`src/hdl/sse_pkg.sv`:
```
// Shared types, codes and name tables for the event stream parser.
`default_nettype none

package sse_pkg;

  localparam int unsigned FifoDepth = 4;

  localparam logic [7:0] ChCr    = 8'h0D;
  localparam logic [7:0] ChLf    = 8'h0A;
  localparam logic [7:0] ChColon = 8'h3A;
  localparam logic [7:0] ChSpace = 8'h20;
  localparam logic [7:0] ChTab   = 8'h09;
  localparam logic [7:0] ChVt    = 8'h0B;
  localparam logic [7:0] ChFf    = 8'h0C;
  localparam logic [7:0] ChPlus  = 8'h2B;
  localparam logic [7:0] ChMinus = 8'h2D;
  localparam logic [7:0] ChZero  = 8'h30;
  localparam logic [7:0] ChNine  = 8'h39;
  localparam logic [7:0] ChNul   = 8'h00;

  localparam logic [30:0] RetryMax = 31'h7FFF_FFFF;

  typedef enum logic [1:0] {
    K_VALUE    = 2'd0,
    K_FEND     = 2'd1,
    K_DISPATCH = 2'd2,
    K_DISCARD  = 2'd3
  } kind_e;

  typedef enum logic [2:0] {
    FK_EVENT   = 3'd0,
    FK_DATA    = 3'd1,
    FK_ID      = 3'd2,
    FK_RETRY   = 3'd3,
    FK_UNKNOWN = 3'd4
  } field_e;

  typedef enum logic [1:0] {
    LP_NAME    = 2'd0,
    LP_COLON   = 2'd1,
    LP_VALUE   = 2'd2,
    LP_COMMENT = 2'd3
  } line_phase_e;

  typedef enum logic [1:0] {
    NP_LEAD   = 2'd0,
    NP_SIGN   = 2'd1,
    NP_DIGITS = 2'd2,
    NP_STOP   = 2'd3
  } num_phase_e;

  typedef struct packed {
    logic        id_given;
    logic        type_given;
    logic [30:0] retry_value;
    logic        retry_valid;
    logic        field_ok;
    logic [7:0]  value_byte;
    logic [1:0]  field_kind;
    kind_e       kind;
  } res_t;

  // name length per field kind
  function automatic logic [2:0] name_len(input logic [1:0] f);
    logic [2:0] l;
    case (f)
      2'd0:    l = 3'd5;
      2'd1:    l = 3'd4;
      2'd2:    l = 3'd2;
      default: l = 3'd5;
    endcase
    return l;
  endfunction

  // expected name character at a position
  function automatic logic [7:0] name_char(input logic [1:0] f, input logic [2:0] pos);
    logic [7:0] c;
    c = 8'h00;
    case (f)
      2'd0: begin
        case (pos)
          3'd0:    c = 8'h65; // e
          3'd1:    c = 8'h76; // v
          3'd2:    c = 8'h65; // e
          3'd3:    c = 8'h6E; // n
          3'd4:    c = 8'h74; // t
          default: c = 8'h00;
        endcase
      end
      2'd1: begin
        case (pos)
          3'd0:    c = 8'h64; // d
          3'd1:    c = 8'h61; // a
          3'd2:    c = 8'h74; // t
          3'd3:    c = 8'h61; // a
          default: c = 8'h00;
        endcase
      end
      2'd2: begin
        case (pos)
          3'd0:    c = 8'h69; // i
          3'd1:    c = 8'h64; // d
          default: c = 8'h00;
        endcase
      end
      default: begin
        case (pos)
          3'd0:    c = 8'h72; // r
          3'd1:    c = 8'h65; // e
          3'd2:    c = 8'h74; // t
          3'd3:    c = 8'h72; // r
          3'd4:    c = 8'h79; // y
          default: c = 8'h00;
        endcase
      end
    endcase
    return c;
  endfunction

endpackage

`default_nettype wire

```
`src/hdl/sse_parser.sv`:
```
// Front end: line splitting, field name matching, retry number parsing, result build.
`default_nettype none

module sse_parser (
  input  wire logic          clk_i,
  input  wire logic          rst_ni,
  input  wire logic          byte_valid_i,
  input  wire logic [7:0]    byte_i,
  output sse_pkg::res_t      res_o,
  output logic               res_valid_o
);
  import sse_pkg::*;

  line_phase_e phase_q, phase_d;
  logic        line_empty_q, line_empty_d;
  logic        after_cr_q, after_cr_d;
  logic [2:0]  pos_q, pos_d;
  logic [3:0]  cand_q, cand_d;
  field_e      cur_q, cur_d;
  logic        id_nul_q, id_nul_d;
  num_phase_e  nphase_q, nphase_d;
  logic        neg_q, neg_d;
  logic        bad_q, bad_d;
  logic [30:0] acc_q, acc_d;
  logic        data_seen_q, data_seen_d;
  logic        type_seen_q, type_seen_d;
  logic        id_seen_q, id_seen_d;
  logic        rhv_q, rhv_d;
  logic [30:0] rheld_q, rheld_d;

  field_e      resolved;
  field_e      fe_field;
  logic        is_term;
  logic        crlf_tail;
  logic        val_take;
  logic        is_digit;
  logic        is_ws;
  logic        retry_ok;
  logic [34:0] acc_mul;
  logic [30:0] acc_next;

  always_comb begin
    resolved = FK_UNKNOWN;
    for (int c = 0; c < 4; c++) begin
      if (cand_q[c] && pos_q == name_len(2'(c))) begin
        resolved = field_e'(3'(c));
      end
    end
  end

  assign is_term   = (byte_i == ChCr) || (byte_i == ChLf);
  assign crlf_tail = after_cr_q && (byte_i == ChLf);
  assign fe_field  = (phase_q == LP_NAME) ? resolved : cur_q;
  assign val_take  = ((phase_q == LP_COLON) && (byte_i != ChSpace)) || (phase_q == LP_VALUE);
  assign is_digit  = (byte_i >= ChZero) && (byte_i <= ChNine);
  assign is_ws     = byte_i inside {ChSpace, ChTab, ChVt, ChFf};
  assign retry_ok  = !bad_q && (!neg_q || (acc_q == '0));
  assign acc_mul   = ({4'b0, acc_q} << 3) + ({4'b0, acc_q} << 1)
                   + {31'b0, 4'(byte_i - ChZero)};
  assign acc_next  = (acc_mul[34:31] != 4'b0) ? RetryMax : acc_mul[30:0];

  // next state
  always_comb begin
    phase_d      = phase_q;
    line_empty_d = line_empty_q;
    after_cr_d   = after_cr_q;
    pos_d        = pos_q;
    cand_d       = cand_q;
    cur_d        = cur_q;
    id_nul_d     = id_nul_q;
    nphase_d     = nphase_q;
    neg_d        = neg_q;
    bad_d        = bad_q;
    acc_d        = acc_q;
    data_seen_d  = data_seen_q;
    type_seen_d  = type_seen_q;
    id_seen_d    = id_seen_q;
    rhv_d        = rhv_q;
    rheld_d      = rheld_q;
    if (byte_valid_i) begin
      if (is_term) begin
        if (crlf_tail) begin
          after_cr_d = 1'b0;
        end else begin
          after_cr_d = (byte_i == ChCr);
          if (line_empty_q) begin
            data_seen_d = 1'b0;
            type_seen_d = 1'b0;
            id_seen_d   = 1'b0;
            rhv_d       = 1'b0;
            rheld_d     = '0;
          end else if (phase_q != LP_COMMENT) begin
            case (fe_field)
              FK_EVENT: type_seen_d = 1'b1;
              FK_DATA:  data_seen_d = 1'b1;
              FK_ID:    if (!id_nul_q) id_seen_d = 1'b1;
              FK_RETRY: begin
                if (retry_ok) begin
                  rheld_d = acc_q;
                  rhv_d   = 1'b1;
                end
              end
              default: ;
            endcase
          end
          phase_d      = LP_NAME;
          line_empty_d = 1'b1;
          pos_d        = '0;
          cand_d       = '1;
          cur_d        = FK_UNKNOWN;
          id_nul_d     = 1'b0;
          nphase_d     = NP_LEAD;
          neg_d        = 1'b0;
          bad_d        = 1'b0;
          acc_d        = '0;
        end
      end else begin
        after_cr_d   = 1'b0;
        line_empty_d = 1'b0;
        case (phase_q)
          LP_NAME: begin
            if (byte_i == ChColon) begin
              if (line_empty_q) begin
                phase_d = LP_COMMENT;
              end else begin
                phase_d = LP_COLON;
                cur_d   = resolved;
              end
            end else begin
              for (int c = 0; c < 4; c++) begin
                if (!(pos_q < name_len(2'(c)) && name_char(2'(c), pos_q) == byte_i)) begin
                  cand_d[c] = 1'b0;
                end
              end
              if (pos_q != 3'd7) pos_d = pos_q + 3'd1;
            end
          end
          LP_COLON: phase_d = LP_VALUE;
          default: ;
        endcase
        if (val_take) begin
          if (cur_q == FK_RETRY) begin
            if (nphase_q != NP_STOP) begin
              if (byte_i == ChNul) begin
                nphase_d = NP_STOP;
              end else if (nphase_q == NP_LEAD && is_ws) begin
                bad_d = 1'b1;
              end else if (nphase_q == NP_LEAD && (byte_i == ChPlus || byte_i == ChMinus)) begin
                neg_d    = (byte_i == ChMinus);
                bad_d    = 1'b1;
                nphase_d = NP_SIGN;
              end else if (!is_digit) begin
                bad_d    = 1'b1;
                nphase_d = NP_STOP;
              end else begin
                bad_d    = 1'b0;
                nphase_d = NP_DIGITS;
                acc_d    = acc_next;
              end
            end
          end else if (cur_q == FK_ID && byte_i == ChNul) begin
            id_nul_d = 1'b1;
          end
        end
      end
    end
  end

  // result
  always_comb begin
    res_o       = '0;
    res_valid_o = 1'b0;
    if (byte_valid_i) begin
      if (is_term) begin
        if (!crlf_tail) begin
          if (line_empty_q) begin
            res_valid_o = 1'b1;
            if (data_seen_q) begin
              res_o.kind        = K_DISPATCH;
              res_o.retry_valid = rhv_q;
              res_o.retry_value = rhv_q ? rheld_q : '0;
              res_o.type_given  = type_seen_q;
              res_o.id_given    = id_seen_q;
            end else begin
              res_o.kind = K_DISCARD;
            end
          end else if (phase_q != LP_COMMENT && fe_field != FK_UNKNOWN) begin
            res_valid_o      = 1'b1;
            res_o.kind       = K_FEND;
            res_o.field_kind = fe_field[1:0];
            case (fe_field)
              FK_ID:    res_o.field_ok = !id_nul_q;
              FK_RETRY: res_o.field_ok = retry_ok;
              default:  res_o.field_ok = 1'b1;
            endcase
          end
        end
      end else if (val_take && cur_q != FK_RETRY && cur_q != FK_UNKNOWN) begin
        res_valid_o      = 1'b1;
        res_o.kind       = K_VALUE;
        res_o.field_kind = cur_q[1:0];
        res_o.value_byte = byte_i;
      end
    end
  end

  always_ff @(posedge clk_i or negedge rst_ni) begin
    if (!rst_ni) begin
      phase_q      <= LP_NAME;
      line_empty_q <= 1'b1;
      after_cr_q   <= 1'b0;
      pos_q        <= '0;
      cand_q       <= '1;
      cur_q        <= FK_UNKNOWN;
      id_nul_q     <= 1'b0;
      nphase_q     <= NP_LEAD;
      neg_q        <= 1'b0;
      bad_q        <= 1'b0;
      acc_q        <= '0;
      data_seen_q  <= 1'b0;
      type_seen_q  <= 1'b0;
      id_seen_q    <= 1'b0;
      rhv_q        <= 1'b0;
      rheld_q      <= '0;
    end else begin
      phase_q      <= phase_d;
      line_empty_q <= line_empty_d;
      after_cr_q   <= after_cr_d;
      pos_q        <= pos_d;
      cand_q       <= cand_d;
      cur_q        <= cur_d;
      id_nul_q     <= id_nul_d;
      nphase_q     <= nphase_d;
      neg_q        <= neg_d;
      bad_q        <= bad_d;
      acc_q        <= acc_d;
      data_seen_q  <= data_seen_d;
      type_seen_q  <= type_seen_d;
      id_seen_q    <= id_seen_d;
      rhv_q        <= rhv_d;
      rheld_q      <= rheld_d;
    end
  end

  a_no_retry_bytes: assert property (@(posedge clk_i) disable iff (!rst_ni)
    (res_valid_o && res_o.kind == K_VALUE) |-> (cur_q != FK_RETRY))
    else $error("value byte tagged for retry field");

  a_dispatch_needs_data: assert property (@(posedge clk_i) disable iff (!rst_ni)
    (res_valid_o && res_o.kind == K_DISPATCH) |-> data_seen_q)
    else $error("dispatch without data");

  a_held_retry_clear: assert property (@(posedge clk_i) disable iff (!rst_ni)
    !rhv_q |-> (rheld_q == '0))
    else $error("held retry nonzero while not valid");

  a_comment_silent: assert property (@(posedge clk_i) disable iff (!rst_ni)
    (byte_valid_i && phase_q == LP_COMMENT && !is_term) |-> !res_valid_o)
    else $error("result from comment line");

endmodule

`default_nettype wire

```
`src/hdl/sse_fifo.sv`:
```
// Result queue between the parser and the output channel.
`default_nettype none

module sse_fifo #(
  parameter int unsigned Depth = sse_pkg::FifoDepth
) (
  input  wire logic          clk_i,
  input  wire logic          rst_ni,
  input  wire logic          push_i,
  input  wire sse_pkg::res_t push_data_i,
  output logic               full_o,
  output logic               valid_o,
  input  wire logic          pop_i,
  output sse_pkg::res_t      pop_data_o
);
  import sse_pkg::*;

  localparam int unsigned PtrW = (Depth > 1) ? $clog2(Depth) : 1;
  localparam int unsigned CntW = $clog2(Depth + 1);

  res_t            mem_q [Depth];
  logic [PtrW-1:0] wr_ptr_q, wr_ptr_d;
  logic [PtrW-1:0] rd_ptr_q, rd_ptr_d;
  logic [CntW-1:0] count_q, count_d;
  logic            do_push;
  logic            do_pop;

  assign full_o     = (count_q == CntW'(Depth));
  assign valid_o    = (count_q != '0);
  assign do_push    = push_i && !full_o;
  assign do_pop     = pop_i && valid_o;
  assign pop_data_o = mem_q[rd_ptr_q];

  always_comb begin
    wr_ptr_d = wr_ptr_q;
    rd_ptr_d = rd_ptr_q;
    count_d  = count_q;
    if (do_push) begin
      wr_ptr_d = (wr_ptr_q == PtrW'(Depth - 1)) ? '0 : wr_ptr_q + PtrW'(1);
    end
    if (do_pop) begin
      rd_ptr_d = (rd_ptr_q == PtrW'(Depth - 1)) ? '0 : rd_ptr_q + PtrW'(1);
    end
    if (do_push && !do_pop) begin
      count_d = count_q + CntW'(1);
    end else if (do_pop && !do_push) begin
      count_d = count_q - CntW'(1);
    end
  end

  always_ff @(posedge clk_i) begin
    if (do_push) begin
      mem_q[wr_ptr_q] <= push_data_i;
    end
  end

  always_ff @(posedge clk_i or negedge rst_ni) begin
    if (!rst_ni) begin
      wr_ptr_q <= '0;
      rd_ptr_q <= '0;
      count_q  <= '0;
    end else begin
      wr_ptr_q <= wr_ptr_d;
      rd_ptr_q <= rd_ptr_d;
      count_q  <= count_d;
    end
  end

  a_count_bound: assert property (@(posedge clk_i) disable iff (!rst_ni)
    count_q <= CntW'(Depth))
    else $error("queue count overflow");

  a_count_up: assert property (@(posedge clk_i) disable iff (!rst_ni)
    (do_push && !do_pop) |=> (count_q == $past(count_q) + CntW'(1)))
    else $error("count did not grow on push");

  a_count_down: assert property (@(posedge clk_i) disable iff (!rst_ni)
    (do_pop && !do_push) |=> (count_q == $past(count_q) - CntW'(1)))
    else $error("count did not shrink on pop");

  a_no_drop: assert property (@(posedge clk_i) disable iff (!rst_ni)
    push_i |-> !full_o)
    else $error("push into full queue");

endmodule

`default_nettype wire

```
`src/hdl/sse_event_stream_parser_top.sv`:
```
// Top level of the server-sent events stream parser.
//
// Input stream: one raw byte per word on s_axis (tdata[7:0]). Output stream:
// at most one result word per input byte on m_axis; tuser carries the result
// kind (value byte, field end, dispatch, discard), tdata the other fields.
// The parser updates its line state in the cycle a byte is accepted and
// writes the result, if any, into a small queue (FifoDepth words). The head
// of the queue drives m_axis directly, so a result is registered in the queue
// and appears on m_axis once the results ahead of it have been taken.
// Throughput is one byte per cycle while the queue is not full;
// s_axis_tready_o is low only while the queue is full, which happens
// only when the receiver holds m_axis_tready_i low; bytes that make no
// result still need a free slot to be taken.
// Reset (rst_ni low, asynchronous) empties the queue, puts the parser at the
// start of a line with no event gathered and no pending CR.
`default_nettype none

module sse_event_stream_parser_top #(
  parameter int unsigned FifoDepth = sse_pkg::FifoDepth
) (
  input  wire logic        clk_i,
  input  wire logic        rst_ni,
  input  wire logic        s_axis_tvalid_i,
  output logic             s_axis_tready_o,
  input  wire logic [7:0]  s_axis_tdata_i,   // [7:0] byte_in
  output logic             m_axis_tvalid_o,
  input  wire logic        m_axis_tready_i,
  output logic [47:0]      m_axis_tdata_o,   // [1:0] field_kind, [9:2] value_byte,
                                             // [10] field_ok, [11] retry_valid,
                                             // [42:12] retry_value, [43] type_given,
                                             // [44] id_given, [47:45] zero
  output logic [1:0]       m_axis_tuser_o    // [1:0] kind
);
  import sse_pkg::*;

  logic  accept;
  logic  res_valid;
  res_t  res;
  logic  full;
  res_t  head;

  assign s_axis_tready_o = !full;
  assign accept          = s_axis_tvalid_i && s_axis_tready_o;

  sse_parser u_parser (
    .clk_i        (clk_i),
    .rst_ni       (rst_ni),
    .byte_valid_i (accept),
    .byte_i       (s_axis_tdata_i),
    .res_o        (res),
    .res_valid_o  (res_valid)
  );

  sse_fifo #(
    .Depth (FifoDepth)
  ) u_fifo (
    .clk_i       (clk_i),
    .rst_ni      (rst_ni),
    .push_i      (res_valid),
    .push_data_i (res),
    .full_o      (full),
    .valid_o     (m_axis_tvalid_o),
    .pop_i       (m_axis_tready_i),
    .pop_data_o  (head)
  );

  assign m_axis_tuser_o = head.kind;
  assign m_axis_tdata_o = {3'b000, head.id_given, head.type_given, head.retry_value,
                           head.retry_valid, head.field_ok, head.value_byte,
                           head.field_kind};

endmodule

`default_nettype wire
```
`config.mk`:
```
export PLATFORM = sky130hd
export DESIGN_NAME = sse_event_stream_parser_top
export DESIGN_NICKNAME = d
export VERILOG_FILES = /design/src/hdl/sse_pkg.sv /design/src/hdl/sse_parser.sv /design/src/hdl/sse_fifo.sv /design/src/hdl/sse_event_stream_parser_top.sv
export SDC_FILE = /design/constraint.sdc
export NUM_CORES = 1
export LEC_CHECK = 0
export ABC_AREA = 0
export BUFFER_PORTS_ARGS = -buffer_cell sky130_fd_sc_hd__buf_2
export CORE_MARGIN = 2
export CORE_UTILIZATION = 39
export CTS_CLUSTER_DIAMETER = 50
export CTS_CLUSTER_SIZE = 8
export DETAILED_ROUTE_END_ITERATION = 12
export GPL_ROUTABILITY_DRIVEN = 0
export PLACE_DENSITY = 0.6
export SLEW_MARGIN = 20
export SYNTH_ARGS = -nofsm -noshare
export SYNTH_HDL_FRONTEND = slang
export SYNTH_SLANG_ARGS = --single-unit
export TNS_END_PERCENT = 1
```
`constraint.sdc`:
```
create_clock -name clk_i -period 3.62 [get_ports clk_i]
set_input_delay 0 -clock clk_i [delete_from_list [all_inputs] [get_ports clk_i]]
set_output_delay 0 -clock clk_i [all_outputs]
set_load 0.02 [all_outputs]
```
### Yosys cells after proc, flatten, opt, wreduce, memory -nomap -nowiden

Memories as Yosys holds them, arrays and structs flattened.
Cells that the tools add are included.

* add/sub/neg operators: 8
* magnitude comparators: 5
* eq/ne operators: 49
* muxes and demuxes: 149
* bitwise gates (word level): 1
* reduce and logical (&&, ||, !) cells: 79

Operators by type and width (count)
* 31-bit two-way mux: 15
* 8-bit two-way mux: 17
* 3-bit two-way mux: 29
* 35-bit two-way mux: 2
* 34-bit two-way mux: 2
* 7-bit one-hot mux with 4 select lines: 2
* 1-bit two-way mux: 54
* 47-bit two-way mux: 1
* 5-bit AND reduction: 9
* 8-bit by 4-bit == test with 1-bit output, second input constant: 5
* 34-bit by 32-bit adder with 35-bit output: 1
* 35-bit by 4-bit adder with 35-bit output: 1
* 8-bit by 6-bit == test with 1-bit output, second input constant: 4
* 8-bit == test: 4
* 2-bit nonzero test: 16
* 31-bit logical NOT: 1
* 2-bit two-way mux: 15
* 4-bit two-way mux: 7
* 6-bit AND reduction: 4
* 1-bit logical AND: 23
* 7-bit one-hot mux with 3 select lines: 1
* 2-bit by 1-bit inequality test with 1-bit output, second input constant: 10
* 3-bit by 2-bit == test with 1-bit output, second input constant: 6
* 7-bit one-hot mux with 2 select lines: 1
* 32 further kinds: 61

* bits in registers: 92
* bits in writable memories: 188
* input bits: 12
* memories: 1

Memories
* u_fifo.mem_q: depth 4, bits a word 47, read ports 1, clocked after Yosys merged registers in 0, write ports 1, line sse_fifo.sv:21 `res_t mem_q [Depth];`

### Depth between registers and ports, before layout

Gate-level depths: netlist (run 1).

* word-level depth: 19
* gate-level depth with buffers: 17
* mapped depth without buffers: 16

### Hierarchy

Synthesis (run 1) repeated with hierarchy kept, for this count alone.

* cells, all modules: 1005
* area, all modules: 13898.3 um^2

Modules (own cells, without submodules)
* sse_fifo: times used 1, cells an instance 283, area an instance 7238.2 um^2, seq. area each 5820.6 um^2
* sse_parser: times used 1, cells an instance 716, area an instance 6623.9 um^2, seq. area each 2134.5 um^2
* sse_event_stream_parser_top: times used 1, cells an instance 6, area an instance 36.3 um^2, seq. area each 0.0 um^2

### Worst setup path before layout (run 1)

No wires, ideal clock.

* path kind: reg-to-reg
* start point: reg u_parser.acc_q[0]
* end point: reg u_parser.acc_q[4]
* data arrival time: 3.430 ns
* slack: 0.066 ns
* stages on the path, launching flop included: 13
* path buffers: 1
* period minus slack after synthesis: 3.554 ns
* cell sequence: dfrtp_1 -> fa_1 -> ha_1 -> a211o_1 -> a211o_1 -> a31o_2 -> a31oi_1 -> o311a_1 -> nor3_1 -> mux2i_1 -> nor4_4 -> buf_6 -> a21oi_1

* word-level cells in the longest chain between the ends: 12

RTL lines
* from (decl): line sse_parser.sv:24 `logic [30:0] acc_q, acc_d;`
* from (signal assigned): line sse_parser.sv:219 `acc_q <= '0;`
* from (signal assigned): line sse_parser.sv:236 `acc_q <= acc_d;`
* 34-bit by 32-bit adder with 35-bit output (*): line sse_parser.sv:58 `assign acc_mul = ({4'b0, acc_q} << 3) + ({4'b0, acc_q} << 1)`
* 35-bit by 4-bit adder with 35-bit output (*): line sse_parser.sv:59 `+ {31'b0, 4'(byte_i - ChZero)};`
* 4-bit nonzero test: line sse_parser.sv:60 `assign acc_next = (acc_mul[34:31] != 4'b0) ? RetryMax : acc_mul[30:0];`
* 31-bit two-way mux (*): line sse_parser.sv:60
* 31-bit two-way mux (*): line sse_parser.sv:152 `end else if (!is_digit) begin`
* 31-bit two-way mux (*): line sse_parser.sv:148 `end else if (nphase_q == NP_LEAD && (byte_i == ChPlus || byte_i == ChMinus)) begin`
* 31-bit two-way mux (*): line sse_parser.sv:146 `end else if (nphase_q == NP_LEAD && is_ws) begin`
* 31-bit two-way mux (*): line sse_parser.sv:144 `if (byte_i == ChNul) begin`
* 31-bit two-way mux (*): line sse_parser.sv:143 `if (nphase_q != NP_STOP) begin`
* 31-bit two-way mux (*): line sse_parser.sv:142 `if (cur_q == FK_RETRY) begin`
* 31-bit two-way mux (*): line sse_parser.sv:141 `if (val_take) begin`
* 31-bit two-way mux (*): line sse_parser.sv:81 `if (is_term) begin`

Every way passes the cells marked *; elsewhere a longest branch is shown, timed or not. The select of a mux whose other input is x is not followed.
A chain may end at the register's enable or synchronous reset.

### Worst setup path in the final report (run 1)

* start point: reg u_parser.acc_q[0]
* end point: reg u_parser.acc_q[6]

Same word-level chain as after synthesis.

==> results of run 1 <==
-- metal layers --
layer  GRT usage [%]  wire, µm  up-vias
met5               0         0        -
met3            2.49      1320       58
met4            6.05       838        0
met1            24.3     14700     4615
li1                -         -     4342
met2            27.7     14600      216
-- how the worst min path moves through the flow --
stage | cells past startpoint | slack (ns) | endpoint
2_1_floorplan | 0 | -0.30 | u_fifo.count_q[0]
3_3_place_gp | 1 | 0.03 | u_parser.pos_q[2]
3_5_place_dp | 1 | 0.02 | u_parser.pos_q[2]
4_1_cts | 2 | 0.009 | u_parser.after_cr_q
5_1_grt | 3 | 0.04 | u_parser.acc_q[0]
6_report | 2 | -0.005 | u_parser.pos_q[2]
-- cells in the final DEF (no fill, tap or decap), drive strengths merged, types with 7 or more instances in the layout --
| cell type | n |
|---|---|
| edfxtp | 188 |
| buf | 135 |
| nor3 | 22 |
| a21o | 17 |
| xnor2 | 14 |
| a22o | 33 |
| nor4 | 14 |
| o21ai | 76 |
| dfrtp | 86 |
| nor2 | 51 |
| inv | 30 |
| ha | 73 |
| clkbuf | 71 |
| a31oi | 13 |
| and2 | 46 |
| nand3 | 10 |
| mux4 | 47 |
| a21oi | 84 |
| nand4 | 11 |
| xor2 | 21 |
| and3 | 7 |
| nor2b | 8 |
| nand2 | 66 |
-- final cells by class --
cell class / instances / area share [%]
Tap cell: 461 / 3.50
Sequential cell: 280 / 48.3
Clock inverter: 3 / 0.288
Clock buffer: 71 / 6.96
Inverter: 29 / 0.660
Timing Repair Buffer: 143 / 6.61
Multi-Input combinational cell: 699 / 33.7
-- cell families (layout without fill, tap and decap cells) --
group	count (synthesis)	count (layout)	synth area share, %
buffers and inverters	90	246	2.84
AOI/OAI and AO/OA	275	275	12.7
DFF	280	280	57.4
muxes	55	55	8.26
and+or+nand+nor	255	255	9.55
other	1	3	0.0271
xor gates and xnor gates	35	35	2.21
adders and majority gates	76	76	7.03
-- worst reg2reg max path, delay by kind of cell, from the launching register on --
family          cells  cell delay (ns)
simple gates        2             0.44
fa+ha+maj           2             0.84
xor+xnor            1             0.20
compound gates      6             1.26
buf+inv             2             0.43
flops               1             0.39
-- state kept, by name (all words and copies together), names as in the netlist, 3 cells and up --
register / count
u_fifo.mem_q: 188
u_parser.acc_q: 31
u_parser.pos_q: 3
u_parser.rheld_q: 31
u_parser.cand_q: 4
u_parser.cur_q: 3
u_fifo.count_q: 3
-- repair_timing --
item | in CTS | in global routing
pin swaps | 10 | 4
endpoints found under the hold margin | 62 | 0
hold buffers | 6 | 0
buffers inserted | 13 | 3
gates cloned | 3 | 0
resized for setup | 7 | 3
setup endpoints to repair | 31 | 32
-- metrics by stage --
step	area [µm²]	TNS (ns)	total power, mW	hold slack (ns)	setup slack (ns)
after global placement	15000	-0.00128	6.65	0.0253	-0.00128
after CTS	16500	0	10.2	0.00910	0.0151
after global routing	16500	-5.66	10.6	0.0377	-0.242
final	16500	-0.683	10.1	-0.00531	-0.0559
after detailed placement	15000	-1.86	6.68	0.0205	-0.0749
after floorplan	13900	0	5.82	-0.296	0.0663
-- report_power, final --
part           switching (mW)  total (mW)  leakage (nW)  internal [mW]
logic                    1.40        2.51          3.20           1.11
registers               0.275        4.08          2.99           3.80
clock network            1.28        3.49         0.570           2.20
==> reports/summary.md, run 1 <==
The most common cell in the netlist is edfxtp_1. The largest area contributor in the netlist is edfxtp_1. Post-route worst setup slack: -0.0559 ns. Cells with a size suffix above 1 make up 22.0% of the layout. After clock tree synthesis, the clock-pin slew on the worst setup and hold paths is 0.05 ns. The tools report the clock tree root buffer cell as clkbuf_16. For this block, the initial DRC count from the detailed router was 576. The number of hold violations in the final report came out at 3. Counting along the longest clock path gives a buffer depth of 3.

The worst register-to-register path ends at u_parser.acc_q[6]. The number of buffers and inverters on the critical path is 2. Clock skew on the completed layout was measured at 0.00918 ns. The checks that failed: hold timing, setup timing.

The Yosys step of the flow raised 0 warnings. The top cell type's share of synthesized area works out to 40.7%. Max-cap violations in this run came to 0. The most used cell along the critical path was a211o_1.

The critical path ends at u_parser.acc_q[6]. 0 antenna diodes ended up in the layout. TritonCTS built the clock tree. 64 I/O pins were placed.

Yosys mapped a number of flops with a built-in enable equal to 188. After legalization and detailed placement, the total HPWL measured 21,400 µm. The area of the core was 35,300 µm². In this run the remaining antenna-violating nets after routing total 0. The die covers 37,100 µm². Setup repair after global routing could not meet its margin everywhere. STA puts the critical path data required time at 4.02 ns. Synthesis produced 1,067 cells.

The most critical setup path has its startpoint at u_parser.acc_q[0]. The worst hold-check slack is -0.00531 ns, and the synthesized area is 13,900 µm². The filler cells instantiated in the layout total 3,087.

The synthesized netlist contains 73 unique library cells. The area growth from synthesis to layout is 19.0%. Across the VDD grid, the largest voltage drop is 0.498 mV. The worst setup path is captured at a flip-flop. Summed over all layers, the global routing overflow is 0. The worst setup path is of the reg -> reg kind.

In this run the power density over the cells is 611 nW/µm². After detailed routing, the number of remaining DRC violations is 0. The flow ran to the end, but the final reports show violations.

Max-slew violation count: 0. The tools report the upper clock frequency limit as 0.272 GHz. The horizontal extent of the die was 192 µm; the highest fanout seen on the critical path was 6.

Quantity of I/O buffers inserted on ports: 60. The H-tree generated during clock tree synthesis spans 2 levels. The static leakage is 6.76 nW. The worst register-to-register path has a setup slack of -0.06 ns. The initial utilization of the core area, before any placement, comes to 39.2%.

The final net count was 1,282; the wire length of the first global-routing pass was 50,600 µm. Once layout is complete, the utilization of the core stands at 46.7%. For the number of CTS-inserted buffers, the log shows 41. The number of cells traversed by the worst register-to-register path is 13, and the part of the cycle the worst path needs is 102%. The tools report the multi-input gate area in the final layout as 5560 µm².

Total instance count after detailed placement: 1,587. In the post-synthesis netlist, the biggest area contributors are edfxtp_1, dfrtp_1, mux4_2. The setup-violating endpoint count in the final report came out at 22. The path class of the lowest-slack min-delay path is in -> async. For this run, the slowest stage of the critical path takes 0.52 ns.

From bottom edge to top edge, the die measures 192 µm. The first detailed-routing pass took 5 iterations. For the total routing usage reported by global routing, the log shows 17.4%. At the pin with the least slew margin, the transition time is 0.903 ns. Broken down by cell family, the worst path's largest delay share belongs to compound AO/OA/AOI/OAI gates. The commonest cells after synthesis are edfxtp_1, dfrtp_1, a21oi_1, o21ai_0, ha_1. The post-detailed-route wirelength per cell works out to 18.7 µm.

The floorplan has 69 rows. Summing all flip-flop and latch instances after layout gives 7960 µm². Dividing the synthesized area by the synthesized cell count gives 13.0 µm². The flip-flop and latch count after synthesis is 280. Headroom to the max-slew limit came out at 39.8%. The signal on the critical path passes through fa_1 -> ha_1 -> a211o_1 -> a211o_1 -> a311oi_2 -> o311ai_2 -> nand2_1 -> a41oi_1 -> xor2_1 -> nor4_4 -> buf_4 -> bufbuf_16 -> a21oi_1. For this run, the number of standard cells in the final layout without fillers is 1,686. The final layout contains routed wiring with a total length of 31,500 µm.

The startpoint identified for the worst register-to-register timing path is u_parser.acc_q[0]. At the later pin of the worst-skew pair, clock insertion delay measures 0.52 ns. Data on the critical path arrives at its endpoint at 4.07 ns. The largest net degree at the start of global routing was 41. Most instantiated flip-flop cell in the synthesis netlist: edfxtp_1. Critical path depth in cells: 13. The number of antenna violations at the first check in global routing came out at 0. In the synthesized netlist the async set-or-reset flop fraction comes to 32.9%. Final critical delay including setup and external delays: 3.68 ns. The number of global-route vias before repair was 9,163.

For this run, the register share of the synthesized area comes to 57.4%. Dividing the detail-routed via count by the number of cells gives 5.48. The type of element launching the critical path was a flip-flop. The worst-path cell with the longest stage delay was fa_1.

Clock tree synthesis found a total of 280 sinks. The routed layout has 9,231 vias.
No activity file was read; power rests on OpenSTA's default activity.
==> inputs of run 2 (changes only) <==
--- a/config.mk
+++ b/config.mk
@@ -5,8 +5,8 @@
 export SDC_FILE = /design/constraint.sdc
 export NUM_CORES = 1
 export LEC_CHECK = 0
-export ABC_AREA = 0
-export BUFFER_PORTS_ARGS = -buffer_cell sky130_fd_sc_hd__buf_2
+export ABC_AREA = 1
+export BUFFER_PORTS_ARGS = -buffer_cell sky130_fd_sc_hd__buf_4
 export CORE_MARGIN = 2
 export CORE_UTILIZATION = 39
 export CTS_CLUSTER_DIAMETER = 50
==> run 2 against run 1 <==
Net effect:
- the run now ends clean
- total power grew 13%
- global-route usage up 1.1 points
- utilization down 0.78 points
- final cell count is 36% higher
- clock power is 5% higher
- clock-buffer cell count decreased by 2
- hold slack better by 0.031 ns
- maximum frequency is 9.9% higher
- sequential share of layout area is 2.2 points lower
- wire length grew 13%
- synthesized area rose by 7.0%
- largest cell class unchanged
- highest routed layer unchanged
==> reports/summary.md, run 2 <==
The flow ran to the end, and the final reports show no timing, DRC or antenna violations. The share of post-route cells with drive strength above 1 is 9.67% (-12 points), and the clock latency reported for the late side of the worst-skew pair is 0.53 ns (about the same). The max-cap check violation count is 0 (unchanged), and the final critical delay including setup and external delays is 3.35 ns (-0.331 ns). The run gives 3.96 mW (+34%) as the net switching power of the design. The post-detailed-route wirelength per cell works out to 15.4 µm (-17%). Switching part of the total: 34.8% (+5.4 points). The clock edge transition at the registers on the reported setup and hold paths is 0.05 ns (about the same), and the static leakage is 7.89 nW (+17%). Initial standard-cell utilization of the core: 39.5% (+0.23 points). In the final layout, the registers with the most flip-flops are u_fifo.mem_q (188), u_parser.acc_q (31), u_parser.rheld_q (31). The run gives 7.40 mW (+4.2%) as the internal power. Part of the cycle the worst path needs: 92.4% (-9.1 points). The logs give 2 (unchanged) for the number of H-tree levels and 0 (unchanged) for the number of diodes. The horizontal extent of the die is 199 µm (+3.4%), and the post-cts gate resize count is 0 (-7).

The total grt overflow is 0 (unchanged). For the DRC violation count after routing, the log shows 0 (unchanged). The final net count was 1,846 (+44%).

The cell family contributing the most delay on the critical path is buffers and inverters. The number of hold violations in the final report was 0 (-3). The logs give 18.5% (+1.1 points) for the total routing usage reported by global routing and 0 (unchanged) for the max-slew violation count. The delay of the slowest critical-path stage is 0.62 ns (+0.10 ns), and the via-per-instance ratio is 4.95 (-9.6%).

The post-synthesis cell count was 1,680 (+57%). For the post-route antenna net violation count, the log shows 0 (unchanged). The quantity of I/O buffers inserted on ports works out to 60 (unchanged). The tools report the number of CTS-inserted buffers as 42 (+2.4%).

The critical path goes through dlygate4sd3_1 -> buf_4 -> inv_2 -> nand2_1 -> nor3_4 -> dlygate4sd3_1 -> nand2_1 -> nand2_4 -> nand2_2 -> inv_1 -> nand2_1 -> nand2_2 -> ha_1 -> inv_1 -> fa_1 -> a21oi_1 -> o21ai_0 -> xor2_1. For the hold buffer count at CTS, the log shows 14 (+8). Leaving out fill and tap cells, the most frequent cells in the layout are nand2_1, nor2_1, edfxtp_1.

The normalized max-slew margin came out at 36.1% (-3.6 points). The tools report the post-detailed-placement half-perimeter wirelength as 24,100 µm (+13%). The logs give 0 (unchanged) for the count of synthesis-stage warnings from yosys and 707 (+23%) for the number of DRC violations after detailed-routing iteration 0. The highest fanout seen on the critical path is 15 (+9). In the post-synthesis netlist, the biggest area contributors are edfxtp_1, dfrtp_1, nand2_1. The most instantiated flip-flop cell in the synthesis netlist is edfxtp_1. The run gives 35,500 µm (+13%) as the wire length after detailed routing. Number of enable-type register cells in the synthesized netlist: 188 (unchanged). The run gives 2,211 (+39%) as the total instance count after detailed placement. STA classifies the critical path startpoint as a primary input. The tools report the sequential area share after synthesis as 53.6% (-3.8 points). The run gives 3.75 ns (-0.32 ns) as the data arrival time of the critical path.

The logs give 0.299 GHz (+9.9%) for the upper clock frequency limit and 0.275 ns (+0.331 ns) for the post-route worst setup slack. The total die area is 39,600 µm² (+6.9%), and the final clock skew is 0.0213 ns (+0.0122 ns). The share of synthesized registers carrying an async set or reset was 32.9% (unchanged); the slack of the worst reg-to-reg path was 0.52 ns (+0.58 ns). The most common cell in the netlist was nand2_1.

The run gives 11,400 (+23%) as the total number of vias. The flip-flop and latch count after synthesis came out at 280 (unchanged). The area of the core is 37,600 µm² (+6.4%), and the top cell type's share of synthesized area is 38.1% (-2.7 points).

The vertical die dimension was 199 µm (+3.4%); the post-synthesis area per instance was 8.83 µm² (-32%). The setup-violating endpoint count in the final report is 0 (-100%), and the total power divided by cell area is 658 nW/µm² (+7.8%). The slew at the pin closest to its max-slew limit is 0.958 ns (+0.0546 ns).

The tools report the clock sink total as 280 (unchanged). The tools report the worst-case clock buffer depth as 3 (unchanged). The most common cell after layout, fill and taps aside was nand2_1. Counting instances in the post-synthesis netlist gives the leading cell types as nand2_1, nor2_1, edfxtp_1, inv_1, o21ai_0. The combined buffer and inverter count along the critical path was 6 (+4). The logs give 71 (+2.9%) for the floorplan row count and 0 (-13) for the post-CTS setup buffer count. The critical path is of the in -> reg type.

The run gives 0 (unchanged) as the number of antenna violations at the first check in global routing. The flip-flop count of the largest register after layout came out at 188 (unchanged). Setup repair after global routing left no endpoint under its margin. The post-route non-filler standard cell count was 2,300 (+36%); the number of iterations in the first detailed-routing pass was 5 (unchanged). The worst-path cell with the longest stage delay was dlygate4sd3_1.

The wire length of the first global-routing pass came out at 58,500 µm (+16%). For the sequential share of power, the log shows 35.1% (-5.4 points). The largest area contributor in the netlist is edfxtp_1. Largest net degree at the start of global routing: 97 (+140%). The most used cell along the critical path is nand2_1. The number of global-route vias before repair came out at 11,300 (+23%). The tools report the category of the worst setup path capture point as a flip-flop. The tools report the count of boundary I/O pins as 64 (unchanged). The register with the most flip-flops in the final layout is u_fifo.mem_q. Combinational cell fraction of total power: 32.6% (+7.7 points). TritonCTS built the clock tree. The fraction of power consumed by the clock network was 32.3% (-2.3 points).

For the synthesized area, the log shows 14,800 µm² (+7.0%). The number of distinct library cells after synthesis is 49 (-33%). From synthesis to final layout, the design area changed by 16.4%. The tools report the worst hold-check slack as 0.0254 ns (+0.0307 ns). The clock tree root buffer cell is clkbuf_16. Required time at the endpoint of the critical path: 4.03 ns (about the same).

The run gives 0.550 ns (+0.624 ns) as the worst setup slack after placement. Worst vdd rail ir drop: 0.501 mV (+0.62%). The path class of the lowest-slack min-delay path was in -> reg.
## run 2: path summary, 6_finish.rpt
check,start,endpoint,cells past startpoint
max in group asynchronous,rst_ni,u_parser.rheld_q[23],3
hold / removal,s_axis_tdata_i[4],u_parser.cand_q[0],7
setup / recovery,s_axis_tdata_i[6],u_fifo.count_q[2],18
setup reg to reg,u_parser.acc_q[0],u_parser.acc_q[17],17
hold reg to reg,u_parser.cand_q[2],u_parser.cand_q[2],2
min in group asynchronous,rst_ni,u_parser.pos_q[2],2
## run 2: kinds of logic (layout without fill, tap and decap cells)
family | Yosys count | after routing | share of synthesized area (%)
XOR/XNOR | 23 | 23 | 1.36
flip-flops | 280 | 280 | 53.6
buffers and inverters | 240 | 347 | 6.57
adder cells (fa/ha/maj) | 76 | 76 | 6.56
other | 1 | 3 | 0.0253
AO/OA/AOI/OAI | 253 | 253 | 9.53
AND/OR/NAND/NOR | 807 | 807 | 22.3
## run 2: area by class of cell
class,instances,area [µm²]
fill,3577,20300
sequential,280,7960
multi-input combinational,1162,5940
clock buffer,69,1160
timing repair buffer,93,783
inverter,179,672
tap,511,639
clock inverter,6,103
## run 2: power groups by stage
| stage | logic (mW) | clock network, mW | registers [mW] |
|---|---|---|---|
| 2_1_floorplan | 2.32 | 0 | 4.03 |
| 4_1_cts | 3.75 | 3.75 | 3.99 |
| 6_report | 3.70 | 3.67 | 3.99 |
| 3_5_place_dp | 3.73 | 0 | 4.04 |
| 5_1_grt | 4.10 | 3.89 | 4.02 |
| 3_3_place_gp | 3.69 | 0 | 4.03 |
## run 2: routing by layer
metal / global-route usage [%] / vias up / wire, µm / share of wire (%)
met2: 29.9 / 222 / 16200 / 46
met1: 26.2 / 5395 / 17200 / 48
met4: 4.81 / 0 / 621 / 1.7
met3: 2.53 / 54 / 1510 / 4.2
met5: 0 / - / 0 / 0
li1: - / 5709 / - / -
## run 2: worst min-delay path, cell delays in order
cell       delay, ns
buf_4           0.15
nor2_1          0.11
nor4_1          0.06
o2111ai_1       0.06
nand2_1         0.05
nand2_1         0.05
nand2_1         0.05
## run 2: through the flow
step	power, mW	utilization (%)	area, µm²	TNS [ns]
2_1_floorplan	6.34	-	14800	-96.63
3_3_place_gp	7.73	42.2	15900	0
3_5_place_dp	7.77	42.2	15900	0
4_1_cts	11.5	45.9	17300	0
5_1_grt	12.0	45.9	17300	0
6_report	11.4	45.9	17300	0
